[src/rtl/core/mce_pkg.sv]
package mce_pkg;

  // Field and register widths
  localparam int COORD_WIDTH_DEF = 32;
  localparam int CFG_DATA_W      = 32;
  localparam int MIN_W           = 32;
  localparam int DEN_W           = 31;
  localparam int QUANT_W         = 10;
  localparam int Q_W             = QUANT_W + 1;
  localparam int CODE_W          = 30;
  localparam int AXES            = 3;
  localparam int CFG_IDX_W       = 3;

  localparam logic [DEN_W-1:0]   EXT_RESET = DEN_W'(65536);
  localparam logic [QUANT_W-1:0] AXIS_MAX  = QUANT_W'(1023);

  typedef enum logic [CFG_IDX_W-1:0] {
    CFG_MIN_X    = 3'd0,
    CFG_MIN_Y    = 3'd1,
    CFG_MIN_Z    = 3'd2,
    CFG_EXTENT_X = 3'd3,
    CFG_EXTENT_Y = 3'd4,
    CFG_EXTENT_Z = 3'd5
  } cfg_reg_t;

  localparam logic [31:0] SPREAD_M0 = 32'h0000_03ff;
  localparam logic [31:0] SPREAD_M1 = 32'h0e00_007f;
  localparam logic [31:0] SPREAD_M2 = 32'h0e07_000f;
  localparam logic [31:0] SPREAD_M3 = 32'h0e07_0381;
  localparam logic [31:0] SPREAD_M4 = 32'h0984_c261;
  localparam logic [31:0] SPREAD_M5 = 32'h0924_9249;

  // Move bit i of a 10-bit index to bit 3i.
  function automatic logic [31:0] spread3(input logic [QUANT_W-1:0] a);
    logic [31:0] b;
    b = 32'(a) & SPREAD_M0;
    b = (b | (b << 18)) & SPREAD_M1;
    b = (b | (b << 12)) & SPREAD_M2;
    b = (b | (b << 6))  & SPREAD_M3;
    b = (b | (b >> 2))  & SPREAD_M4;
    b = (b | (b >> 2))  & SPREAD_M5;
    return b;
  endfunction

endpackage

[src/rtl/core/mce_div_stage.sv]
module mce_div_stage #(
  parameter int REM_W = 42,
  parameter int SHIFT = 0
) (
  input  logic                                          clk,
  input  logic                                          rst_n,
  input  logic                                          up_valid,
  output logic                                          up_ready,
  input  logic [mce_pkg::AXES-1:0][REM_W-1:0]           rem_in,
  input  logic [mce_pkg::AXES-1:0][mce_pkg::Q_W-1:0]    q_in,
  input  logic [mce_pkg::AXES-1:0][mce_pkg::DEN_W-1:0]  den,
  output logic                                          dn_valid,
  input  logic                                          dn_ready,
  output logic [mce_pkg::AXES-1:0][REM_W-1:0]           rem_out,
  output logic [mce_pkg::AXES-1:0][mce_pkg::Q_W-1:0]    q_out
);

  logic                                          vld_r, vld_nxt;
  logic [mce_pkg::AXES-1:0][REM_W-1:0]           rem_r, rem_nxt;
  logic [mce_pkg::AXES-1:0][mce_pkg::Q_W-1:0]    q_r, q_nxt;
  logic [mce_pkg::AXES-1:0][REM_W-1:0]           d_sh;
  logic [mce_pkg::AXES-1:0]                      ge;

  assign up_ready = !vld_r || dn_ready;

  // One restoring step: subtract den << SHIFT when it fits, shift in quotient bit
  always_comb begin
    vld_nxt = vld_r;
    rem_nxt = rem_r;
    q_nxt   = q_r;
    for (int a = 0; a < mce_pkg::AXES; a++) begin
      d_sh[a] = REM_W'(den[a]) << SHIFT;
      ge[a]   = rem_in[a] >= d_sh[a];
    end
    if (up_ready) begin
      vld_nxt = up_valid;
      for (int a = 0; a < mce_pkg::AXES; a++) begin
        rem_nxt[a] = ge[a] ? (rem_in[a] - d_sh[a]) : rem_in[a];
        q_nxt[a]   = {q_in[a][mce_pkg::Q_W-2:0], ge[a]};
      end
    end
  end

  always_ff @(posedge clk) begin
    if (!rst_n) begin
      vld_r <= 1'b0;
    end else begin
      vld_r <= vld_nxt;
    end
  end

  always_ff @(posedge clk) begin
    rem_r <= rem_nxt;
    q_r   <= q_nxt;
  end

  assign dn_valid = vld_r;
  assign rem_out  = rem_r;
  assign q_out    = q_r;

endmodule

[config.mk]
export PLATFORM = sky130hd
export DESIGN_NAME = mce_div_stage
export DESIGN_NICKNAME = d
export VERILOG_FILES = /design/src/rtl/core/mce_pkg.sv /design/src/rtl/core/mce_div_stage.sv
export SDC_FILE = /design/constraint.sdc
export NUM_CORES = 1
export LEC_CHECK = 0
export ABC_CLOCK_PERIOD_IN_PS = 5500
export BUFFER_PORTS_ARGS = -buffer_cell sky130_fd_sc_hd__buf_2
export CAP_MARGIN = 0
export CORE_AREA = 2 2 164 166
export CTS_BUF_LIST = sky130_fd_sc_hd__clkbuf_8
export CTS_CLUSTER_SIZE = 24
export DETAILED_ROUTE_END_ITERATION = 16
export DIE_AREA = 0 0 166 168
export GPL_TIMING_DRIVEN = 0
export PLACE_DENSITY = 0.75
export SETUP_SLACK_MARGIN = 0.02
export SYNTH_ARGS = -nofsm -noshare
export SYNTH_HDL_FRONTEND = slang
export SYNTH_SLANG_ARGS = --single-unit
[constraint.sdc]
create_clock -name clk -period 5.5 [get_ports clk]
set_clock_uncertainty 0.15 [all_clocks]
set_input_delay 0 -clock clk [delete_from_list [all_inputs] [get_ports clk]]
set_output_delay 0 -clock clk [all_outputs]
set_load 0.005 [all_outputs]
==> results.ini <==
[outcome]
outcome = completed

[hold_path]
hold_end = rem_out[85]$_DFFE_PP_
hp-start = den[63]
whs_path_depth = 4
hp-class = input port to flip-flop

[power]
finalPower_mw = 3.95
peakVddDrop_mv = 0.140
p_per_area_nw_per_um2 = 232
leakagePower_nw = 7.81

[worst_setup_path]
startpoint_type = input port
slowest_delay_ns = 0.59
timing.rr.end = dn_valid$_SDFFE_PN0P_
path_max_fanout = 10
cp_cell_sequence = dlygate4sd3_1 > buf_2 > inv_1 > ha_1 > inv_1 > fa_1 > a31o_1 > a31oi_1 > o211ai_1 > o22ai_1 > o211ai_2 > buf_4 > nand4_1 > nor2_1 > xor2_1 > dlygate4sd3_1
slowest_stage = dlygate4sd3_1
required_ns = 5.57
worstSetupEndpointType = flip-flop
crit_type = input port to flip-flop
reg2reg_from = dn_valid$_SDFFE_PN0P_
reg2reg_slack_ns = 3.34
crit_family = compound AO/OA/AOI/OAI gates
arrival_ns = 4.40
r2r_cells = 4
cp_num_buf_inv = 6

[clock_network]
htreeDepth = 4
cts.path.max_buffers = 2
cts_resized = 0
clkSlewWorstSetupHoldPaths_ns = 0.11
ctsHoldBuffers = 188
clkSinkCount = 160
cts_tree = done
numCtsBuffers = 17
cts_root_buf = clkbuf_8
clock_latency_ns = 0.46
postCtsSetupRepairBufs = 0

[detailed_routing]
ant_nets = 0
vias = 12727
drt-pass1-iter-count = 6
drcViolationCount = 0
totalWireLength_um = 42000
drtIter0Drc = 1028
avgRoutedWirePerCell_um = 18.4
avgViaCountPerCell = 5.58

[job]
drv_cap = 0

[global_routing]
track_usage_pct = 28.6
antenna_found_initial = 1
grt_max_degree = 61
grt_pass1_vias = 12391
grt_pass1_wl_um = 63700
globalRoute.totalOverflow = 0

[timing]
tightestPinTransition_ns = 0.854
min_period_ns = 4.33
slew_violations = 0
final.period_utilization_pct = 78.7
relSlewSlack_pct = 41.6
rsz0062_at_grt = false
setup_viol = 0
fmax_ghz = 0.231
tns_ns = 0
final_hold_viol_count = 0

[synth]
ys.flop_type = edfxtp_1
ys_seq_elements = 160
ys_seq_area_share_pct = 39.5
ys_types = 81
synth_area_um2 = 12100
synth_edf_count = 159
async_reset_ff_share_pct = 0
syn_inst = 1303
synth_nets = 1655
synth_warnings = 0
syn_avg_cell_area_um2 = 9.32

[placement]
gp_congestion = 0.969
hpwl_um = 30000
port_buffers = 413
dpl_cell_area_um2 = 14700

[floorplanning]
initial_utilization_pct = 46.1
coreArea_um2 = 26400
dieArea_um2 = 27900
dieHeight_um = 168
core.rowCount = 60
ioPinCount = 417
fp.dieW_um = 166

[layout]
multi_input_area_um2 = 6700
nFillCells = 2066
seqCellArea_um2 = 4790
drive_above_1_share_pct = 25.4
areaGrowthSynthToFinish_pct = 39.9
finalInstanceArea_um2 = 17000
fin_util_pct = 64.5
nets = 2277

==> placed cells by master (no fill, tap or decap), types with 51 or more instances in the layout <==
master,instances
ha_1,93
dlygate4sd3_1,188
nor2_1,102
buf_2,427
inv_1,116
xnor2_1,74
edfxtp_1,159
a21o_1,51
a21oi_1,130
nand2_1,102
==> registers in the layout, indices dropped and copies added (netlist names) <==
name      count
dn_valid      1
q_out        33
rem_out     126
==> cells in the mapped netlist, drive strengths merged, types with 9 or more instances <==
| cell type | instances | share of area (%) |
|---|---|---|
| clkbuf | 35 | 1.1 |
| o21bai | 15 | 0.93 |
| buf | 16 | 0.67 |
| nand4 | 24 | 1.2 |
| inv | 118 | 3.6 |
| xor2 | 40 | 2.9 |
| and3 | 15 | 0.77 |
| o21a | 12 | 0.74 |
| nand2 | 102 | 3.2 |
| nor3 | 16 | 0.66 |
| edfxtp | 159 | 39 |
| o21ai | 76 | 3.2 |
| nand2b | 13 | 0.67 |
| mux2 | 23 | 2.1 |
| a211oi | 9 | 0.72 |
| nor2b | 13 | 0.67 |
| a31oi | 12 | 0.62 |
| a21o | 51 | 3.2 |
| a21oi | 131 | 5.4 |
| xnor2 | 74 | 5.3 |
| nor2 | 103 | 3.2 |
| and2 | 9 | 0.46 |
| ha | 93 | 9.6 |
| nand3 | 32 | 1.3 |
==> cell type report <==
class / instances / share of cell area, %
diodes: 1 / 0.0147
plain buffers: 51 / 1.25
clock buffers: 17 / 1.38
clock inverters: 14 / 1.03
inverters: 118 / 2.61
multi-input cells: 974 / 39.4
flip-flops and latches: 160 / 28.2
well taps: 341 / 2.51
repair buffers: 603 / 23.6
==> metrics by stage <==
stage	worst slack, ns	hold WS (ns)	instances
after floorplan	0.640	-0.0511	1303
after global placement	-1.19	0.0269	2057
after detailed placement	1.77	0.0285	2059
after CTS	1.28	0.0102	2278
after global routing	0.986	0.0399	2279
final	1.17	0.0521	2279
==> logic make-up after synthesis <==
kind of cell,after synthesis,share of synthesized area [%]
compound gates,375,20.0
xor+xnor,114,8.22
fa+ha+maj,96,10.1
buf+inv,169,5.40
flops,160,39.5
mux,23,2.13
simple gates,366,14.7
==> per-layer routing <==
metal  vias to the layer above  wire [um]  GRT usage [%]
li1                       5967          -              -
met4                         0       2210           15.9
met1                      5955      16200           33.5
met5                         -          0              0
met2                       667      20900           50.5
met3                       138       2690           4.07
==> report_power, final <==
part           internal, mW  switching (mW)
logic                 0.632           0.703
clock network         0.421           0.554
registers              1.58          0.0617
==> worst max-delay path by stage <==
stage                          start                      to  cells past startpoint
4_1_cts                    rem_in[0]   rem_out[23]$_DFFE_PP_                     17
5_1_grt                    rem_in[0]   rem_out[23]$_DFFE_PP_                     17
6_report                  rem_in[84]  rem_out[119]$_DFFE_PP_                     16
3_3_place_gp                dn_ready   dn_valid$_SDFFE_PN0P_                      3
3_5_place_dp               rem_in[0]   rem_out[30]$_DFFE_PP_                     13
2_1_floorplan  dn_valid$_SDFFE_PN0P_   dn_valid$_SDFFE_PN0P_                      2
==> worst reg2reg max path: stages (launching register included) <==
cell,delay [ns]
dfxtp_1,0.34
nand2b_4,0.49
buf_16,0.37
a21boi_0,0.14
dlygate4sd3_1,0.56
Power figures use the tool's default switching activity.
