[src/rtl/core/mce_pkg.sv]
package mce_pkg;

  // Field and register widths
  localparam int COORD_WIDTH_DEF = 32;
  localparam int CFG_DATA_W      = 32;
  localparam int MIN_W           = 32;
  localparam int DEN_W           = 31;
  localparam int QUANT_W         = 10;
  localparam int Q_W             = QUANT_W + 1;
  localparam int CODE_W          = 30;
  localparam int AXES            = 3;
  localparam int CFG_IDX_W       = 3;

  localparam logic [DEN_W-1:0]   EXT_RESET = DEN_W'(65536);
  localparam logic [QUANT_W-1:0] AXIS_MAX  = QUANT_W'(1023);

  typedef enum logic [CFG_IDX_W-1:0] {
    CFG_MIN_X    = 3'd0,
    CFG_MIN_Y    = 3'd1,
    CFG_MIN_Z    = 3'd2,
    CFG_EXTENT_X = 3'd3,
    CFG_EXTENT_Y = 3'd4,
    CFG_EXTENT_Z = 3'd5
  } cfg_reg_t;

  localparam logic [31:0] SPREAD_M0 = 32'h0000_03ff;
  localparam logic [31:0] SPREAD_M1 = 32'h0e00_007f;
  localparam logic [31:0] SPREAD_M2 = 32'h0e07_000f;
  localparam logic [31:0] SPREAD_M3 = 32'h0e07_0381;
  localparam logic [31:0] SPREAD_M4 = 32'h0984_c261;
  localparam logic [31:0] SPREAD_M5 = 32'h0924_9249;

  // Move bit i of a 10-bit index to bit 3i.
  function automatic logic [31:0] spread3(input logic [QUANT_W-1:0] a);
    logic [31:0] b;
    b = 32'(a) & SPREAD_M0;
    b = (b | (b << 18)) & SPREAD_M1;
    b = (b | (b << 12)) & SPREAD_M2;
    b = (b | (b << 6))  & SPREAD_M3;
    b = (b | (b >> 2))  & SPREAD_M4;
    b = (b | (b >> 2))  & SPREAD_M5;
    return b;
  endfunction

endpackage

[src/rtl/core/mce_front.sv]
module mce_front #(
  parameter int COORD_WIDTH = mce_pkg::COORD_WIDTH_DEF
) (
  input  logic                                                  clk,
  input  logic                                                  rst_n,
  input  logic                                                  up_valid,
  output logic                                                  up_ready,
  input  logic [mce_pkg::AXES-1:0][COORD_WIDTH-1:0]             coord,
  input  logic [mce_pkg::AXES-1:0][mce_pkg::MIN_W-1:0]          lo,
  output logic                                                  dn_valid,
  input  logic                                                  dn_ready,
  output logic [mce_pkg::AXES-1:0][COORD_WIDTH+mce_pkg::QUANT_W-1:0] num
);

  localparam int NUM_W = COORD_WIDTH + mce_pkg::QUANT_W;

  logic [mce_pkg::AXES-1:0][COORD_WIDTH-1:0] lo_w;
  logic signed [COORD_WIDTH:0]               diff [mce_pkg::AXES];

  logic                                      s1_vld_r, s1_vld_nxt;
  logic [mce_pkg::AXES-1:0][COORD_WIDTH-1:0] mag_r, mag_nxt;
  logic                                      s1_ready;

  logic                                      s2_vld_r, s2_vld_nxt;
  logic [mce_pkg::AXES-1:0][NUM_W-1:0]       num_r, num_nxt;
  logic                                      s2_ready;

  assign s2_ready = !s2_vld_r || dn_ready;
  assign s1_ready = !s1_vld_r || s2_ready;
  assign up_ready = s1_ready;

  // Stage 1: offset from box minimum, clamp at zero
  always_comb begin
    s1_vld_nxt = s1_vld_r;
    mag_nxt    = mag_r;
    for (int a = 0; a < mce_pkg::AXES; a++) begin
      // minima are 32 bits, zero-extended above that width
      lo_w[a] = COORD_WIDTH'(lo[a]);
      diff[a] = $signed({coord[a][COORD_WIDTH-1], coord[a]})
              - $signed({lo_w[a][COORD_WIDTH-1], lo_w[a]});
    end
    if (s1_ready) begin
      s1_vld_nxt = up_valid;
      for (int a = 0; a < mce_pkg::AXES; a++) begin
        mag_nxt[a] = (!diff[a][COORD_WIDTH] && (diff[a] != '0)) ?
                     diff[a][COORD_WIDTH-1:0] : '0;
      end
    end
  end

  // Stage 2: scale by 1023 as (d << 10) - d
  always_comb begin
    s2_vld_nxt = s2_vld_r;
    num_nxt    = num_r;
    if (s2_ready) begin
      s2_vld_nxt = s1_vld_r;
      for (int a = 0; a < mce_pkg::AXES; a++) begin
        num_nxt[a] = {mag_r[a], {mce_pkg::QUANT_W{1'b0}}}
                   - {{mce_pkg::QUANT_W{1'b0}}, mag_r[a]};
      end
    end
  end

  always_ff @(posedge clk) begin
    if (!rst_n) begin
      s1_vld_r <= 1'b0;
      s2_vld_r <= 1'b0;
    end else begin
      s1_vld_r <= s1_vld_nxt;
      s2_vld_r <= s2_vld_nxt;
    end
  end

  always_ff @(posedge clk) begin
    mag_r <= mag_nxt;
    num_r <= num_nxt;
  end

  assign dn_valid = s2_vld_r;
  assign num      = num_r;

endmodule

[config.mk]
export PLATFORM = sky130hd
export DESIGN_NAME = mce_front
export DESIGN_NICKNAME = d
export VERILOG_FILES = /design/src/rtl/core/mce_pkg.sv /design/src/rtl/core/mce_front.sv
export SDC_FILE = /design/constraint.sdc
export NUM_CORES = 1
export LEC_CHECK = 0
export BUFFER_PORTS_ARGS = -buffer_cell sky130_fd_sc_hd__buf_2
export CORE_MARGIN = 3
export CORE_UTILIZATION = 40
export CTS_BUF_LIST = sky130_fd_sc_hd__clkbuf_8 sky130_fd_sc_hd__clkbuf_16
export DETAILED_ROUTE_END_ITERATION = 16
export PLACE_DENSITY_LB_ADDON = 0.12
export REMOVE_ABC_BUFFERS = 1
export SYNTH_ARGS = -nofsm -noshare
export SYNTH_HDL_FRONTEND = slang
export SYNTH_SLANG_ARGS = --single-unit
[constraint.sdc]
create_clock -name clk -period 7.5 [get_ports clk]
set_input_delay 0.375 -clock clk [delete_from_list [all_inputs] [get_ports clk]]
set_output_delay 0.375 -clock clk [all_outputs]
set_load 0.02 [all_outputs]
==> impl_metrics.py <==
metrics = {
    "cts": {
        "cts_tree": "built",
        "cts_setup_buffers": 0,
        "cts_resized": 0,
        "htreeDepth": 1,
        "cts.root.buffer_cell": "clkbuf_16",
        "clkTransAtPathRegs_ns": 0.06,
        "clock_sinks": 224,
        "cts_hold_buffers": 0,
        "numCtsBuffers": 27,
        "clkLatencyLatePin_ns": 0.55,
        "cts_buffer_depth": 3,
    },
    "critical_path": {
        "critical_path.cell_chain": "ha_1 > nor4b_1 > nand4_1 > a31oi_1 > o21ai_1 > o41ai_2 > a31oi_1 > a21boi_1 > nor2_1 > xnor2_1",
        "crit_top_cell": "a31oi_1",
        "cp-start-kind": "flip-flop",
        "critPathBufInv": 0,
        "cp_slowest_stage_delay_ns": 0.60,
        "end_kind": "flip-flop",
        "critPathKind": "flip-flop to flip-flop",
        "cp_top_family": "compound AO/OA/AOI/OAI gates",
        "crit_fanout": 4,
        "crit_slowest_cell": "nor4b_1",
        "cp.arrival_ns": 4.09,
        "crit_required_ns": 7.78,
    },
    "floorplanning": {
        "core_area_mm2": 0.0423,
        "die_area_mm2": 0.0458,
        "die_h_um": 214,
        "rows": 75,
        "start_util_pct": 40.9,
        "die_w_um": 214,
        "io_pins": 324,
    },
    "finish": {
        "drive_gt1_share_pct": 18.3,
        "area_growth_syn_to_layout_pct": 18.1,
        "fin_cells": 2785,
        "layout.nets": 2546,
        "final_area_mm2": 0.0204,
    },
    "pwr": {
        "switching_share_pct": 40.0,
        "ir_drop_uv": 183,
        "p_per_area_mw_per_mm2": 314,
        "p_leak_nw": 9.39,
        "pwr-share-clk_pct": 19.2,
        "p_sw_w": 0.00257,
        "pwr-share-seq_pct": 34.3,
        "p_comb_share_pct": 46.5,
        "power.internal_w": 0.00385,
    },
    "route": {
        "drt_first_iter_violations": 777,
        "drc_errors": 0,
        "ant_nets": 0,
        "routed_wl_um": 48300,
        "via_per_inst": 5.28,
        "vias": 14700,
        "first_pass_iters": 5,
        "wl_per_cell_um": 17.4,
    },
    "synth": {
        "synthFlopType": "edfxtp_1",
        "synthesis.area_mm2": 0.0173,
        "synthTopCellsByArea": "edfxtp_1 39%, ha_1 12%, xnor2_1 6.0%",
        "syn_inst": 1856,
        "yosysWarnings": 0,
        "synth_top_cell_by_area": "edfxtp_1",
        "synth-async-reset-ratio_pct": 0,
        "synthTopCellsByCount": "224 x inv_1, 222 x edfxtp_1, 168 x nor2_1, 165 x ha_1, 136 x a21oi_1",
        "synth_cell_types": 77,
        "synth.avg_cell_area_um2": 9.32,
        "ys_seq_elements": 224,
        "ys_seq_area_share_pct": 38.8,
        "synth_top_cell_area_share_pct": 38.5,
        "synth_edf_count": 222,
        "synth.most_common_cell": "inv_1",
    },
    "grt": {
        "track_usage_pct": 20.2,
        "grt_max_degree": 65,
        "grt.overflow.total": 0,
        "grt_pass1_vias": 14300,
        "grt_pass1_wl_um": 76400,
        "antenna_found_initial": 11,
    },
    "place": {
        "dp.cells": 2730,
        "placed_cell_area_mm2": 0.0196,
        "dp_hpwl_um": 39600,
        "port_buffers": 323,
        "gp_congestion": 0.929,
    },
    "timing": {
        "setup_viol": 0,
        "finClkSkew_ns": 0.0175,
        "report.final.slew_viol_count": 0,
        "slew_headroom_pct": 38.1,
        "tns_ns": 0,
        "rsz0062_at_grt": "false",
        "hold_viol_final": 0,
        "period_needed_ns": 3.81,
        "post-route-period-util_pct": 50.8,
        "worst_slew_pin_slew_ns": 0.917,
        "fmax_mhz": 262,
    },
    "worst_hold_path": {
        "hold_class": "input port to flip-flop",
    },
    "flow_run": {
        "max-cap-violations": 0,
    },
    "outcome": {
        "status": "finished, final reports clean",
    },
}
[metrics by stage]
stage / hold slack [ns] / setup WS (ns) / util (%) / power, W
2_1_floorplan: 0.463 / 3.97 / - / 0.00430
3_3_place_gp: 0.506 / 3.91 / 46.3 / 0.00520
3_5_place_dp: 0.526 / 3.81 / 46.3 / 0.00521
4_1_cts: 0.0142 / 3.77 / 48.3 / 0.00647
5_1_grt: 0.0448 / 3.37 / 48.3 / 0.00685
6_report: 0.0418 / 3.69 / 48.3 / 0.00642
[worst paths after layout]
path                           startpoint                     to  slack, ns  depth (start not counted)
hold reg to reg   mag_r[64]$_SDFFCE_PN0P_      num[84]$_DFFE_PP_       0.54                          0
hold / removal                      rst_n  dn_valid$_SDFFE_PN0P_       0.04                          2
setup / recovery  mag_r[64]$_SDFFCE_PN0P_     num[116]$_DFFE_PP_       3.69                         10
setup reg to reg  mag_r[64]$_SDFFCE_PN0P_     num[116]$_DFFE_PP_       3.69                         10
[cells in the final DEF (no fill, tap or decap), drive strengths merged, types with 7 or more instances in the layout]
cell    instances
nor3           58
a31oi          23
inv           229
a41oi           7
nand4          23
clkbuf         30
buf           328
or3            10
nor2          168
a221oi         11
xor2           55
a21o           82
a21oi         136
and3           11
or4             7
clkinv         13
o21a           27
o31a            8
o21ai          91
o211ai          7
ha            165
o21bai         18
nand2          98
nand2b         22
o31ai          10
edfxtp        222
and2           17
nor2b          28
nand3          40
nor4           19
a211oi         19
xnor2         119
[worst register-to-register path: stages (launching register included)]
cell and delay (ns):
edfxtp_1 0.44, ha_1 0.35, nor4b_1 0.60, nand4_1 0.23, a31oi_1 0.33, o21ai_1 0.20
o41ai_2 0.56, a31oi_1 0.26, a21boi_1 0.36, nor2_1 0.10, xnor2_1 0.14
[sequential cells by signal, indices dropped and copies added, names as in the netlist]
name / flops
s1_vld_r: 1
dn_valid: 1
num: 126
mag_r: 96
[cells by family (layout without fill, tap and decap cells)]
kind of cell,Yosys count,count (layout),synth area share (%)
flip-flops,224,224,38.8
adder cells (fa/ha/maj),168,168,12.3
other,0,6,0
AO/OA/AOI/OAI,508,508,19.6
AND/OR/NAND/NOR,525,525,14.9
XOR/XNOR,174,174,8.81
multiplexers,2,2,0.116
buffers and inverters,255,601,5.53
[routing by layer]
layer | GRT usage, % | share of wire [%] | wire length (um) | up-vias
li1 | - | - | - | 7415
met1 | 26.4 | 44 | 21200 | 6832
met2 | 34.2 | 47 | 22900 | 379
met3 | 3.80 | 5.8 | 2810 | 75
met4 | 6.25 | 2.8 | 1330 | 8
met5 | 0 | 0.099 | 48 | -
[power by group through the flow]
| stage | clock network [W] | logic (W) | registers, W |
|---|---|---|---|
| 2_1_floorplan | 0 | 0.00173 | 0.00257 |
| 3_3_place_gp | 0 | 0.00297 | 0.00223 |
| 3_5_place_dp | 0 | 0.00298 | 0.00224 |
| 4_1_cts | 0.00127 | 0.00299 | 0.00221 |
| 5_1_grt | 0.00132 | 0.00329 | 0.00225 |
| 6_report | 0.00123 | 0.00299 | 0.00221 |
[area by class of cell]
cell class                 count  area (um^2)
fill                        4212        21900
multi-input combinational   1377         9660
sequential                   224         6710
timing repair buffer         328         1650
inverter                     224          843
tap                          577          722
clock buffer                  30          717
clock inverter                19          121
antenna                        6         15.0
No activity file was read; power rests on OpenSTA's default activity.
