===== config.mk =====
export PLATFORM = sky130hd
export DESIGN_NAME = mce_outbuf
export DESIGN_NICKNAME = d
export VERILOG_FILES = /design/src/rtl/core/mce_pkg.sv /design/src/rtl/core/mce_outbuf.sv
export SDC_FILE = /design/constraint.sdc
export NUM_CORES = 1
export LEC_CHECK = 0
export ABC_CLOCK_PERIOD_IN_PS = 4400
export BUFFER_PORTS_ARGS = -buffer_cell sky130_fd_sc_hd__buf_2
export CAP_MARGIN = 20
export CORE_UTILIZATION = 46
export CTS_CLUSTER_SIZE = 25
export DETAILED_ROUTE_END_ITERATION = 10
export PLACE_DENSITY = 0.75
export SYNTH_ARGS = -nofsm -noshare
export SYNTH_HDL_FRONTEND = slang
export SYNTH_SLANG_ARGS = --single-unit

===== constraint.sdc =====
create_clock -name clk -period 4.4 [get_ports clk]
set_input_delay 0.88 -clock clk [delete_from_list [all_inputs] [get_ports clk]]
set_output_delay 0.88 -clock clk [all_outputs]
set_load 0.03 [all_outputs]

===== src/rtl/core/mce_pkg.sv =====
package mce_pkg;

  // Field and register widths
  localparam int COORD_WIDTH_DEF = 32;
  localparam int CFG_DATA_W      = 32;
  localparam int MIN_W           = 32;
  localparam int DEN_W           = 31;
  localparam int QUANT_W         = 10;
  localparam int Q_W             = QUANT_W + 1;
  localparam int CODE_W          = 30;
  localparam int AXES            = 3;
  localparam int CFG_IDX_W       = 3;

  localparam logic [DEN_W-1:0]   EXT_RESET = DEN_W'(65536);
  localparam logic [QUANT_W-1:0] AXIS_MAX  = QUANT_W'(1023);

  typedef enum logic [CFG_IDX_W-1:0] {
    CFG_MIN_X    = 3'd0,
    CFG_MIN_Y    = 3'd1,
    CFG_MIN_Z    = 3'd2,
    CFG_EXTENT_X = 3'd3,
    CFG_EXTENT_Y = 3'd4,
    CFG_EXTENT_Z = 3'd5
  } cfg_reg_t;

  localparam logic [31:0] SPREAD_M0 = 32'h0000_03ff;
  localparam logic [31:0] SPREAD_M1 = 32'h0e00_007f;
  localparam logic [31:0] SPREAD_M2 = 32'h0e07_000f;
  localparam logic [31:0] SPREAD_M3 = 32'h0e07_0381;
  localparam logic [31:0] SPREAD_M4 = 32'h0984_c261;
  localparam logic [31:0] SPREAD_M5 = 32'h0924_9249;

  // Move bit i of a 10-bit index to bit 3i.
  function automatic logic [31:0] spread3(input logic [QUANT_W-1:0] a);
    logic [31:0] b;
    b = 32'(a) & SPREAD_M0;
    b = (b | (b << 18)) & SPREAD_M1;
    b = (b | (b << 12)) & SPREAD_M2;
    b = (b | (b << 6))  & SPREAD_M3;
    b = (b | (b >> 2))  & SPREAD_M4;
    b = (b | (b >> 2))  & SPREAD_M5;
    return b;
  endfunction

endpackage


===== src/rtl/core/mce_outbuf.sv =====
module mce_outbuf (
  input  logic                       clk,
  input  logic                       rst_n,
  input  logic                       up_valid,
  output logic                       up_ready,
  input  logic [mce_pkg::CODE_W-1:0] up_data,
  output logic                       out_valid,
  input  logic                       out_stall,
  output logic [mce_pkg::CODE_W-1:0] out_data
);

  logic                       out_vld_r, out_vld_nxt;
  logic [mce_pkg::CODE_W-1:0] out_data_r, out_data_nxt;
  logic                       skid_vld_r, skid_vld_nxt;
  logic [mce_pkg::CODE_W-1:0] skid_data_r, skid_data_nxt;

  // ready comes from a register, so out_stall never reaches the pipeline directly
  assign up_ready = !skid_vld_r;

  always_comb begin
    out_vld_nxt   = out_vld_r;
    out_data_nxt  = out_data_r;
    skid_vld_nxt  = skid_vld_r;
    skid_data_nxt = skid_data_r;
    if (!out_vld_r || !out_stall) begin
      if (skid_vld_r) begin
        // drain the parked item first
        out_vld_nxt  = 1'b1;
        out_data_nxt = skid_data_r;
        skid_vld_nxt = 1'b0;
      end else begin
        out_vld_nxt  = up_valid;
        out_data_nxt = up_data;
      end
    end else if (up_valid && !skid_vld_r) begin
      // output held: park the arriving item
      skid_vld_nxt  = 1'b1;
      skid_data_nxt = up_data;
    end
  end

  always_ff @(posedge clk) begin
    if (!rst_n) begin
      out_vld_r  <= 1'b0;
      skid_vld_r <= 1'b0;
    end else begin
      out_vld_r  <= out_vld_nxt;
      skid_vld_r <= skid_vld_nxt;
    end
  end

  always_ff @(posedge clk) begin
    out_data_r  <= out_data_nxt;
    skid_data_r <= skid_data_nxt;
  end

  assign out_valid = out_vld_r;
  assign out_data  = out_data_r;

endmodule


==> results of run 1 <==
==> per-layer routing <==
layer  GRT usage, %  vias up  routed length [microns]
li1               -      552                        -
met2           22.4       45                     1760
met1           17.8      565                     1520
met5              0        -                        0
met3           5.15       10                      226
met4           10.9        0                      100
==> synthesized netlist by cell type (all sizes together) <==
master / number / share of area [%]
nand2: 1 / 0.16
nor2: 1 / 0.26
edfxtp: 60 / 75
dfxtp: 2 / 1.7
mux2: 30 / 18
inv: 1 / 0.16
buf: 4 / 3.0
nor3b: 2 / 0.63
a21boi: 1 / 0.31
==> logic make-up after synthesis <==
logic type             after synthesis
AND/OR/NAND/NOR                      4
multiplexers                        30
AO/OA/AOI/OAI                        1
flip-flops                          62
buffers and inverters                5
==> power by group through the flow <==
stage	logic, W	registers (W)	clock network [W]
2_1_floorplan	0.0000377	0.000748	0
3_3_place_gp	0.000122	0.000703	0
3_5_place_dp	0.000125	0.000704	0
4_1_cts	0.000125	0.000692	0.000523
5_1_grt	0.000131	0.000694	0.000546
6_report	0.000123	0.000691	0.000509
==> sequential cells by signal, summed over array words and instances (netlist names) <==
name and flops:
out_data 30, skid_data_r 30, out_valid 1, skid_vld_r 1
==> final cells by class <==
class                           count  area (sq um)
Clock buffer                        9           124
Clock inverter                      7          78.8
Fill cell                         362          1890
Inverter                            1          3.75
Multi-Input combinational cell     35           477
Sequential cell                    62          1840
Tap cell                           67          83.8
Timing Repair Buffer               68           348
==> stage by stage <==
stage / setup WS [ns] / cells / total power (W)
after floorplan: 0.0504 / 102 / 0.000786
after global placement: 2.25 / 233 / 0.000825
after detailed placement: 2.22 / 233 / 0.000829
after CTS: 1.84 / 249 / 0.00134
after global routing: 1.73 / 249 / 0.00137
final: 1.88 / 249 / 0.00132
==> worst paths after layout <==
check,endpoint,start
max,up_ready,skid_vld_r
min,out_data[3],skid_data_r[3]
max reg2reg,out_data[28],skid_vld_r
min reg2reg,out_data[3],skid_data_r[3]
==> impl_metrics.ini, run 1 <==
[run_status]
status = complete, no violations

[cells_and_area]
nNetsFinal = 211
drive_gt1_share_pct = 61.5
antenna_cells = 0
final_cell_mix = buf_2, edfxtp_1, mux2_4
area.growth.synth_to_final_pct = 23.8
final_common_cell = buf_2
final_cell_area_sq_mm = 0.00296
postLayoutCoreUtil_pct = 61.0

[placed_design]
dpl_cell_area_sq_mm = 0.00276
post-dp-hpwl_microns = 2480
place_congestion = 0.662
io_buffers = 65

[yosys]
synthSimpleGateAreaFrac_pct = 1.05
synthAdderAreaFrac_pct = 0
synth_compound_area_share_pct = 0.314
netlist_area_sq_mm = 0.00239
synthCells = 102
seq_area_frac_synth_pct = 77.1
synth_area_per_cell_sq_um = 23.4
synth_fp_nets = 136
synth_cell_types = 11
synth_top_family_by_area = multiplexers
ys_warn_count = 0
ys_seq_elements = 62
synth_mux_area_share_pct = 18.4
synth_xor_area_share_pct = 0

[clocking]
cts_resized = 0
cts_tree = done
cts_buffers = 9
clkTransAtPathRegs_ns = 0.06
clk_latency_ns = 0.32
cts_max_level = 3
cts.root.buffer_cell = clkbuf_8
clock-sinks = 62
cts_buffer_depth = 2
cts_setup_buffers = 0
hold_buffers = 0

[critical_path]
worstSetupPathType = flip-flop to primary output
crit_path_top_delay_cell = dfxtp_2
cp.arrival_ns = 1.64
ff2ff_path_depth = 1
crit_path_max_fanout = 33
r2r_setup_slack_ns = 2.71
worstSetupPathDepth = 2
slowest_delay_ns = 1.01
startpoint_type = flip-flop
endpoint_kind = primary output
crit_buf_inv = 2
worst_path_dominant_cell_family = flip-flops
crit_path_cell_trace = inv_1, buf_2
cp.required_ns = 3.52

[sta]
setup_tns_ns = 0
tightest_slew_ns = 1.03
hold_viol = 0
post-route-min-period_ns = 2.52
slew_headroom_pct = 31.3
fmax_mhz = 397
fin_crit_sh_pct = 57.2
finClkSkew_ns = 0.00416
rsz0062_at_grt = false
hold_ws_ns = 0.543
setup_viol = 0
maxSlewViolCount = 0

[pwr]
share_seq_of_total_power_pct = 52.2
clock_power_share_pct = 38.5
leakage_nw = 1.18
internal-power_w = 0.00104
power.switching_w = 0.000284
ir_drop_uv = 217
p_per_area_mw_per_mm2 = 447
sw_frac_of_total_pct = 21.5
combPwrFrac_pct = 9.3

[floorplan]
core_sq_mm = 0.00485
die-area_sq_mm = 0.00548
rows = 25
ios = 66
dieWidth_microns = 74.1
die_y_microns = 74.1
initial_core_util_pct = 49.3

[min_path]
hp-class = flip-flop to flip-flop
hold_depth = 1

[route]
routed_wl_microns = 3610
routed-via-count = 1172
drc = 0
drt_iter0_drc = 45
routed_via_density = 4.71
wl_per_cell_microns = 14.5
firstDrtPassIters = 2
drt.antenna.violating_nets = 0

[global_routing]
grt_max_degree = 34
antenna_found_initial = 0
grt_overflow_total = 0
grt_util_all_layers_pct = 14.9
grt_pass1_wl_microns = 5550
first_global_vias = 1175

[flow_run]
max_cap_viol_count = 0
Note: power is estimated with default switching activity, not from simulation.
==> run 2, diff against run 1 <==
ABC_CLOCK_PERIOD_IN_PS = 2300   (was 4400)
clock period = 2.3 ns   (was 4.4 ns; I/O delays follow)
==> impl_metrics.ini, run 2 (synthesis results as in run 1) <==
[clocking]
cts.root.buffer_cell = clkbuf_8
cts_setup_buffers = 0
cts_buffers = 9
cts_buffer_depth = 2
clk_latency_ns = 0.33
cts_resized = 0
clkTransAtPathRegs_ns = 0.07
cts_tree = done
cts_max_level = 3
hold_buffers = 0
clock-sinks = 62

[sta]
fin_crit_sh_pct = 80.2
setup_tns_ns = 0
slew_headroom_pct = 53.5
setup_ws_ns = 0.455
tightest_slew_ns = 0.697
rsz0062_at_grt = false
setup_viol = 0
hold_viol = 0
finClkSkew_ns = 0.00974
post-route-min-period_ns = 1.84
hold_ws_ns = 0.318
maxSlewViolCount = 0
fmax_mhz = 542

[route]
routed_via_density = 4.72
drc = 0
drt_iter0_drc = 72
wl_per_cell_microns = 15.0
routed-via-count = 1181
routed_wl_microns = 3740
drt.antenna.violating_nets = 0
firstDrtPassIters = 4

[critical_path]
cp.required_ns = 1.84
r2r_setup_slack_ns = 0.70
cp.arrival_ns = 1.38
endpoint_kind = primary output
worstSetupPathType = flip-flop to primary output
crit_path_max_fanout = 21
startpoint_type = flip-flop

[run_status]
status = complete, no violations

[placed_design]
place_congestion = 0.707
dpl.cell_count = 234
post-dp-hpwl_microns = 2570
io_buffers = 65
post-place-ws_ns = 0.707

[global_routing]
first_global_vias = 1166
grt_overflow_total = 0
grt_util_all_layers_pct = 15.2
grt_pass1_wl_microns = 5740
antenna_found_initial = 0
grt_max_degree = 33

[floorplan]
die-area_sq_mm = 0.00548
rows = 25
dieWidth_microns = 74.1
ios = 66
initial_core_util_pct = 49.3
die_y_microns = 74.1
core_sq_mm = 0.00485

[cells_and_area]
antenna_cells = 0
final_cell_mix = buf_2, edfxtp_1, mux2_4
stdcell_count = 250
seqCellArea_sq_mm = 0.00184
final_common_cell = buf_2
area.growth.synth_to_final_pct = 25.1
num-fill-cells = 367
multi_input_area_sq_um = 485
nNetsFinal = 212
drive_gt1_share_pct = 63.4

[pwr]
ir_drop_uv = 429
p_per_area_mw_per_mm2 = 852
leakage_nw = 1.19

[flow_run]
max_cap_viol_count = 0

[min_path]
hp-class = primary input to flip-flop
-- run 2: final timing paths --
| check | start | endpoint | cells past startpoint |
|---|---|---|---|
| max reg2reg | skid_vld_r | out_data[11] | 2 |
| min | up_data[16] | skid_data_r[16] | 1 |
| min reg2reg | skid_data_r[5] | out_data[5] | 1 |
| max | skid_vld_r | up_ready | 2 |
-- run 2: layer usage --
layer  vias to the layer above  part of all wire (%)  routed length, microns  track usage [%]
li1                        552                     -                       -                -
met1                       582                    41                    1520             18.1
met2                        41                    52                    1950             22.9
met3                         6                   5.8                     217             6.50
met4                         0                   1.4                      54             8.97
met5                         -                     0                       0                0
-- run 2: stage by stage --
stage / util [%] / area [sq um] / power [W]
after global routing: 61.7 / 2990 / 0.00265
after CTS: 61.7 / 2990 / 0.00258
final: 61.7 / 2990 / 0.00255
after floorplan: - / 2400 / 0.00150
after global placement: 57.4 / 2780 / 0.00158
after detailed placement: 57.4 / 2780 / 0.00159
-- run 2: cell type report --
type	instances	share of cell area (%)
flip-flops and latches	62	61.7
multi-input cells	35	16.2
repair buffers	69	12.3
clock buffers	11	4.40
well taps	67	2.80
clock inverters	5	2.47
inverters	1	0.126
-- run 2: critical path, cell delays in order, from the launching register on --
cell     delay, ns
dfxtp_2       0.78
inv_1         0.08
buf_2         0.20
-- run 2: report_power, final --
group	internal (W)	switching (W)	leakage, nW
sequential	0.00130	0.0000168	0.600
clock	0.000603	0.000383	0.105
combinational	0.0000963	0.000146	0.486
