===== src/rtl/core/mce_pkg.sv =====
package mce_pkg;

  // Field and register widths
  localparam int COORD_WIDTH_DEF = 32;
  localparam int CFG_DATA_W      = 32;
  localparam int MIN_W           = 32;
  localparam int DEN_W           = 31;
  localparam int QUANT_W         = 10;
  localparam int Q_W             = QUANT_W + 1;
  localparam int CODE_W          = 30;
  localparam int AXES            = 3;
  localparam int CFG_IDX_W       = 3;

  localparam logic [DEN_W-1:0]   EXT_RESET = DEN_W'(65536);
  localparam logic [QUANT_W-1:0] AXIS_MAX  = QUANT_W'(1023);

  typedef enum logic [CFG_IDX_W-1:0] {
    CFG_MIN_X    = 3'd0,
    CFG_MIN_Y    = 3'd1,
    CFG_MIN_Z    = 3'd2,
    CFG_EXTENT_X = 3'd3,
    CFG_EXTENT_Y = 3'd4,
    CFG_EXTENT_Z = 3'd5
  } cfg_reg_t;

  localparam logic [31:0] SPREAD_M0 = 32'h0000_03ff;
  localparam logic [31:0] SPREAD_M1 = 32'h0e00_007f;
  localparam logic [31:0] SPREAD_M2 = 32'h0e07_000f;
  localparam logic [31:0] SPREAD_M3 = 32'h0e07_0381;
  localparam logic [31:0] SPREAD_M4 = 32'h0984_c261;
  localparam logic [31:0] SPREAD_M5 = 32'h0924_9249;

  // Move bit i of a 10-bit index to bit 3i.
  function automatic logic [31:0] spread3(input logic [QUANT_W-1:0] a);
    logic [31:0] b;
    b = 32'(a) & SPREAD_M0;
    b = (b | (b << 18)) & SPREAD_M1;
    b = (b | (b << 12)) & SPREAD_M2;
    b = (b | (b << 6))  & SPREAD_M3;
    b = (b | (b >> 2))  & SPREAD_M4;
    b = (b | (b >> 2))  & SPREAD_M5;
    return b;
  endfunction

endpackage


===== src/rtl/core/mce_back.sv =====
module mce_back (
  input  logic                                        clk,
  input  logic                                        rst_n,
  input  logic                                        up_valid,
  output logic                                        up_ready,
  input  logic [mce_pkg::AXES-1:0][mce_pkg::Q_W-1:0]  q,
  output logic                                        dn_valid,
  input  logic                                        dn_ready,
  output logic [mce_pkg::CODE_W-1:0]                  code
);

  logic                                          vld_r, vld_nxt;
  logic [mce_pkg::CODE_W-1:0]                    code_r, code_nxt;
  logic [mce_pkg::AXES-1:0][mce_pkg::QUANT_W-1:0] idx;
  logic [31:0]                                   mix;

  assign up_ready = !vld_r || dn_ready;

  always_comb begin
    vld_nxt  = vld_r;
    code_nxt = code_r;
    // quotient bit 10 set means 1024 or more: saturate
    for (int a = 0; a < mce_pkg::AXES; a++) begin
      idx[a] = q[a][mce_pkg::Q_W-1] ? mce_pkg::AXIS_MAX : q[a][mce_pkg::QUANT_W-1:0];
    end
    mix = mce_pkg::spread3(idx[0])
        | (mce_pkg::spread3(idx[1]) << 1)
        | (mce_pkg::spread3(idx[2]) << 2);
    if (up_ready) begin
      vld_nxt  = up_valid;
      code_nxt = mix[mce_pkg::CODE_W-1:0];
    end
  end

  always_ff @(posedge clk) begin
    if (!rst_n) begin
      vld_r <= 1'b0;
    end else begin
      vld_r <= vld_nxt;
    end
  end

  always_ff @(posedge clk) begin
    code_r <= code_nxt;
  end

  assign dn_valid = vld_r;
  assign code     = code_r;

endmodule


===== config.mk =====
export PLATFORM = sky130hd
export DESIGN_NAME = mce_back
export DESIGN_NICKNAME = d
export VERILOG_FILES = /design/src/rtl/core/mce_pkg.sv /design/src/rtl/core/mce_back.sv
export SDC_FILE = /design/constraint.sdc
export NUM_CORES = 1
export LEC_CHECK = 0
export ABC_CLOCK_PERIOD_IN_PS = 900
export BUFFER_PORTS_ARGS = -buffer_cell sky130_fd_sc_hd__buf_2
export CAP_MARGIN = 0
export CORE_MARGIN = 8
export CORE_UTILIZATION = 37
export DETAILED_ROUTE_END_ITERATION = 10
export PLACE_DENSITY = 0.84
export SYNTH_ARGS = -nofsm -noshare
export SYNTH_HDL_FRONTEND = slang
export SYNTH_SLANG_ARGS = --single-unit

===== constraint.sdc =====
create_clock -name clk -period 0.9 [get_ports clk]
set_input_delay 0.09 -clock clk [delete_from_list [all_inputs] [get_ports clk]]
set_output_delay 0.09 -clock clk [all_outputs]
set_load 0.005 [all_outputs]

==> impl_summary.md, run 1 <==
Synth
The mapped cell area is 0.00114 mm^2. For this run, the register share of the synthesized area comes to between 80% and 90%. The synthesized netlist contains 6 unique library cells. The number of register bits inferred by synthesis is 31. The total of warnings raised by yosys is 0. Each instance of the synthesized netlist takes up on average 17.8 um^2. When the netlist entered floorplanning its net count stood at about 100. The number of standard cells after synthesis is 64.

Power and ir drop
The leakage dissipation is between 0.0007 and 0.0008 uW. The internal power of the cells is 2170 uW. For this design the total switching power over the nets is between 500 and 600 uW. Dividing total power by cell area gives a power density of 1520 mW/mm^2. The worst vdd rail ir drop is between 0.5 and 0.6 mV.

In this run, flip-flops and latches consume between 60% and 70% of the power. The switching part of the total power is 21.2%. The relative contribution of the clock network to total power is between 20% and 30%. In this run, the combinational gates consume 12.8% of the power.

Job
Max-cap violations in this run came to 0.

Finish
The multi-input combinational cells in the finished layout cover a total of 213 um^2. The area added between synthesis and finish is 59.5%. The final layout contains 197 nets. In the layout the commonest cells are buf_2, or2_1, edfxtp_1. The number of fillers in the final layout is 234. The leading cell type in the layout, fill and taps excluded is buf_2. In the final layout, the share of cells above drive strength 1 is 52.5%. The number of inserted diodes is 0. The number of cells in the finished layout apart from fillers is 193. Registers take 922 um^2. At the end of the flow the core is filled with cells to 60.9%.

Critical path
The worst setup path is captured at an output pin. STA puts the critical path data arrival time at 980 ps. STA classifies the critical path startpoint as a flop. The required time at the endpoint of the critical path is 810 ps. The standard cell with the maximum stage delay on the critical path is dfxtp_2. The maximum fanout along the worst path is 2.

The type of the setup path with the least slack is reg -> out. The critical path goes through nand2b_4 > buf_12 > buf_6. For this run, the slowest stage of the critical path takes 360 ps.

Timing
The smallest clock period supported by the final layout is computed as between 1000 and 1500 ps. The final count of hold timing violations is 0. Setup violations remaining at the end of the flow were counted as 62. The actual slew at the worst max-slew pin is 183 ps. Measured against its own limit, the worst slew margin works out to slightly below 90%. The post-layout worst setup margin is -169 ps. Derived from the worst setup path, the maximum achievable clock frequency is 0.936 GHz.

Setup repair after global routing could not meet its margin everywhere. The final setup skew is 4.41 ps. In the finished design, the share of the clock period the worst path needs comes to 119%. The worst hold margin is 14.8 ps. The number of slew-limit violations in the final report was 0.

Outcome
The run finished, with violations left. The checks that failed: setup timing.

Min path
The classification of the worst-slack hold path is in -> reg.

Floorplanning
The standard-cell row count is 20. During I/O placement, the number of pins put on the boundary was 69. The initial utilization of the core area, before any placement, comes to 38.2%. The region available for standard cell placement spans 0.00298 mm^2. The die is just over 70 um tall. The x dimension of the die is between 70 and 80 um. The die covers around 0.0051 mm^2.

Clocking
The H-tree was split into 2 levels. TritonCTS built the clock tree. The clock drives 31 sinks.

The clock reaches the later pin of the worst-skew pair after 330 ps. The clock tree root buffer cell is clkbuf_4. In this run, CTS created clock tree buffers numbering 5. The maximum buffer depth of the clock tree is 2. The clock-pin slew on the worst setup and hold paths is 90 ps.

Route
The wire length after detailed routing is 2710 um. Dividing the detail-routed wire length by the instance count gives 14.0 um. The via count is 843. After detailed routing, the number of vias per cell comes to 4.37.

The number of design-rule violations left by the first detailed-router iteration is 31. The count of nets left with antenna violations after detail routing is 0. The first detailed-routing pass took 2 iterations. The total DRC errors in the routed layout is 0.

Placement
The number of buffers inserted by port buffering is 68. The final RePlAce weighted congestion is 0.806. The total placed cells including tap cells is approximately 170.

Global routing
Entering global routing, the biggest net connects 16 pins. The number of antenna violations at the first check in global routing is 0. The wire length of the first global-routing pass is 4230 um. The via count of the first global-routing pass came to 925. The overflow left after global routing is 0. The overall routing resource usage is 11.2%.
==> per-stage QoR <==
| step | cell area (um^2) | setup TNS [ps] | power [uW] | worst slack (ps) |
|---|---|---|---|---|
| floorplan | 1140 | -939 | 1810 | -31.3 |
| global placement | 1570 | 0 | 2000 | 47.9 |
| detailed placement | 1570 | 0 | 2010 | 34.3 |
| CTS | 1780 | -4320 | 2790 | -185 |
| global route | 1810 | -6150 | 2880 | -212 |
| finish | 1810 | -3690 | 2750 | -169 |
==> area by class of cell <==
cell class	instances	share of cell area [%]
clock buffer	5	2.07
clock inverter	2	0.483
inverter	1	0.207
multi-input combinational	32	11.7
sequential	31	50.8
tap	33	2.28
timing repair buffer	89	32.4
==> worst paths after layout <==
kind	start	end	slack, ps	cells after the start
setup / recovery	dn_valid	up_ready	-170	3
hold / removal	q[17]	code[19]	10	2
setup reg to reg	dn_valid	code[15]	-130	3
hold reg to reg	dn_valid	dn_valid	750	4
==> metal layers <==
metal	track usage, %	share of wire, %
met2	17.1	45
met4	7.62	3.0
met5	0	0
met1	10.2	36
met3	8.09	16
==> critical path: cells and delay by family (launching register included) <==
family                 cells  cell delay [ps]
DFF                        1              360
buffers and inverters      2              220
and+or+nand+nor            1               70
==> cells by family (layout without fill, tap and decap cells) <==
group                  count (synthesis)  count (layout)  share of synthesized area (%)
and+or+nand+nor                       31              31                           17.7
buffers and inverters                  1              97                          0.330
DFF                                   31              31                           81.0
AOI/OAI and AO/OA                      1               1                          0.990
==> Yosys cell counts <==
| cell type | instances | area (um^2) |
|---|---|---|
| inv_1 | 1 | 3.75 |
| or2_1 | 30 | 188 |
| nand2b_4 | 1 | 13.8 |
| edfxtp_1 | 30 | 901 |
| a21boi_2 | 1 | 11.3 |
| dfxtp_1 | 1 | 20.0 |
==> power by group through the flow <==
stage	combinational, uW	sequential, uW	clock, uW
after floorplan	67.2	1740	0
after global placement	278	1730	0
after detailed placement	285	1730	0
after CTS	346	1700	747
after global routing	389	1700	786
final	351	1700	707
==> sequential cells by signal, summed over array words and instances (netlist names) <==
signal	cells
code	30
dn_valid	1
==> what timing repair did <==
| item | in CTS | in global routing |
|---|---|---|
| gates resized for setup | 2 | 0 |
| buffers inserted | 3 | 0 |
| pin swaps | 0 | 0 |
| hold buffers | 13 | 1 |
| cloned | 0 | 1 |
| endpoints found under the hold margin | 12 | 1 |
| setup endpoints to repair | 32 | 63 |
Power figures use the tool's default switching activity.
==> run 2: changes to the inputs <==
Settings changed: CELL_PAD_IN_SITES_DETAIL_PLACEMENT set to 1, CELL_PAD_IN_SITES_GLOBAL_PLACEMENT set to 1, CORE_UTILIZATION 37 to 29, PLACE_DENSITY 0.84 to 0.85.
==> run 2 against run 1 <==
- the flow still finishes with violations (setup timing)
- via count fell by 5.9%
- clock skew fell by 0.87 ps
- first-iteration DRC count rose by 52%
- core utilization fell by 16 points
- non-clock buffer count fell by 15
- sequential power barely moved
- global-route usage fell by 1.7 points
- fmax rose by 5.8%
- total power rose by 7.2%
- sequential share of layout area rose by 4.0 points
- wire length rose by 5.2%
- critical path type unchanged
==> impl_summary.md, run 2 (synthesis results as in run 1) <==
Placement
During placement, the flow inserted port buffers numbering 68. The congestion estimate from routability-driven global placement came to 0.632. The total placed cells including tap cells is roughly 180. The worst setup slack after placement is 32.5 ps. The area after detailed placement is 0.00158 mm^2.

Route
In the final routed layout, each cell accounts on average for approximately 15 um. Across all layers, the routed design uses 793 vias. The total DRC errors in the routed layout is 0. The count of nets left with antenna violations after detail routing is 0. The first routing iteration left 47 violations. Summed over all layers, the routed wires come to 2850 um.

In the routed layout, each cell is associated on average with a via count of 4.09. The number of detailed-route iterations in the first pass is 2.

Finish
In the final layout, the share of cells above drive strength 1 is 56.2%. The top cell types in the final layout, fill and taps aside, are buf_2, or2_1, edfxtp_1. From synthesis to final layout, the design area changed by 48.0%. The library cell used most frequently in the layout, excluding fill and tap cells, is buf_2. The final cell area excluding filler cells is 0.00168 mm^2.

After filler insertion, the fill cell instance count of the layout stands at 414. 0 antenna diodes ended up in the layout. The register with the most flip-flops in the layout has 30 of them. Leaving out filler cells and counting taps, the final layout contains just under 200. In the final design database the tool counted approximately 180 nets.

Timing
The clock arrives with 3.55 ps of skew. The number of setup violations in the final report is 32. Across all setup checks in the final design, the least slack found is -110 ps. The final critical path takes up 112% of the cycle. The final count of hold timing violations is 0. The routed design could run at a clock period as short as 1010 ps. The maximum clock frequency is 0.990 GHz. The number of slew-limit violations in the final report is 0. Hold timing on the final database bottoms out at a slack of just over 50 ps. Setup repair after global routing could not meet its margin everywhere. The actual slew at the worst max-slew pin is 183 ps. The worst pin sits at a relative slew slack of 87.8%.

Summed over all failing endpoints, the final setup total negative slack is -1470 ps.

Min path
The worst hold path belongs to the class in -> reg.

Outcome
The run finished, with violations left. The final reports fail on setup timing.

Critical path
In this design, the stage delay of the slowest critical-path cell is approximately 350 ps. The required time at the endpoint of the critical path is about 800 ps. Broken down by cell family, the worst path's largest delay share belongs to flip-flops.

The worst setup path is launched from a flop. The kind of end point of the critical path is an output pin. The type of the setup path with the least slack is reg -> out. Data on the critical path arrives at its endpoint at 920 ps. The critical path goes through nand2b_4 > buf_12 > buf_6. The largest individual stage delay along the critical path comes from the cell dfxtp_2. In this run the worst path has a maximum fanout of 4. The number of buffer and inverter stages on the critical path is 2.

Global routing
The via count of the first global-routing pass is 955. The number of antenna violations at the first check in global routing was 0. The overall routing resource usage is a little under a tenth.

After global routing the overflow that remains totals 0. The pin count of the biggest net entering global routing is 16. The wire length of the first global-routing pass is between 4000 and 5000 um.

Clocking
The clock tree root buffer cell is clkbuf_8. The hold-fix buffer count after cts is 0. The clock passes through at most 2 buffers. The number of buffers created by CTS is 5. The count of clock tree sinks is 31. The clock-pin slew on the worst setup and hold paths is 60 ps. TritonCTS built the clock tree.

The worst-skew pair later-pin latency is ~270 ps. In this run the number of H-tree levels came out at 2.

Job
The number of maximum-capacitance violations is 0.

Floorplanning
The standard-cell row count is 22. After floorplanning, the core was sized to cover 0.00372 mm^2. The floorplan step defined a die boundary enclosing approximately 0.0062 mm^2.

The x dimension of the die is 78.6 um. The starting density of the core is around 30%. For this design the top-level I/O count stands at 69. The vertical extent of the die is 78.6 um.

Power and ir drop
The worst vdd rail ir drop is approximately 0.75 mV. In this run the power density over the cells is 1750 mW/mm^2. The leakage dissipation is 0.000677 uW.
## run 2: repair_timing
action | 4_1_cts | 5_1_grt
resized for setup | 1 | 0
setup endpoints to repair | 2 | 39
buffers inserted | 4 | 1
## run 2: final timing paths
check / startpoint / endpoint / slack [ps] / cells past startpoint
worst min register to register: dn_valid / dn_valid / 720 / 4
worst min-delay path: up_valid / dn_valid / 50 / 3
worst max register to register: dn_valid / code[20] / -50 / 3
worst max-delay path: dn_valid / up_ready / -110 / 3
## run 2: cell type report
type                            instances  area, um^2  share of cell area (%)
Clock buffer                            6        72.6                    4.31
Timing Repair Buffer                   74         404                    24.0
Inverter                                1        3.75                   0.223
Clock inverter                          2        7.51                   0.446
Tap cell                               48        60.1                    3.57
Sequential cell                        31         922                    54.8
Multi-Input combinational cell         32         213                    12.6
## run 2: report_power, final
group          internal (uW)  switching [uW]  total (uW)
combinational            166             123         289
sequential              1680            22.0        1700
clock                    525             439         964
total                   2370             584        2950
## run 2: tightest hold or removal path, cell delays in order
cell,delay [ps]
buf_2,90
inv_1,50
a21boi_2,40
## run 2: layer usage
metal	global-route usage [%]	routed length [um]	part of all wire [%]	up-vias
li1	-	-	-	384
met1	7.88	936	33	369
met2	17.6	1570	55	37
met3	6.15	314	11	3
met4	2.78	23	0.81	0
met5	0	0	0	-
## run 2: through the flow
stage / util [%] / total power [uW]
2_1_floorplan: - / 1810
3_3_place_gp: 42.5 / 2000
3_5_place_dp: 42.5 / 2020
4_1_cts: 45.6 / 3000
5_1_grt: 45.3 / 3080
6_report: 45.3 / 2950
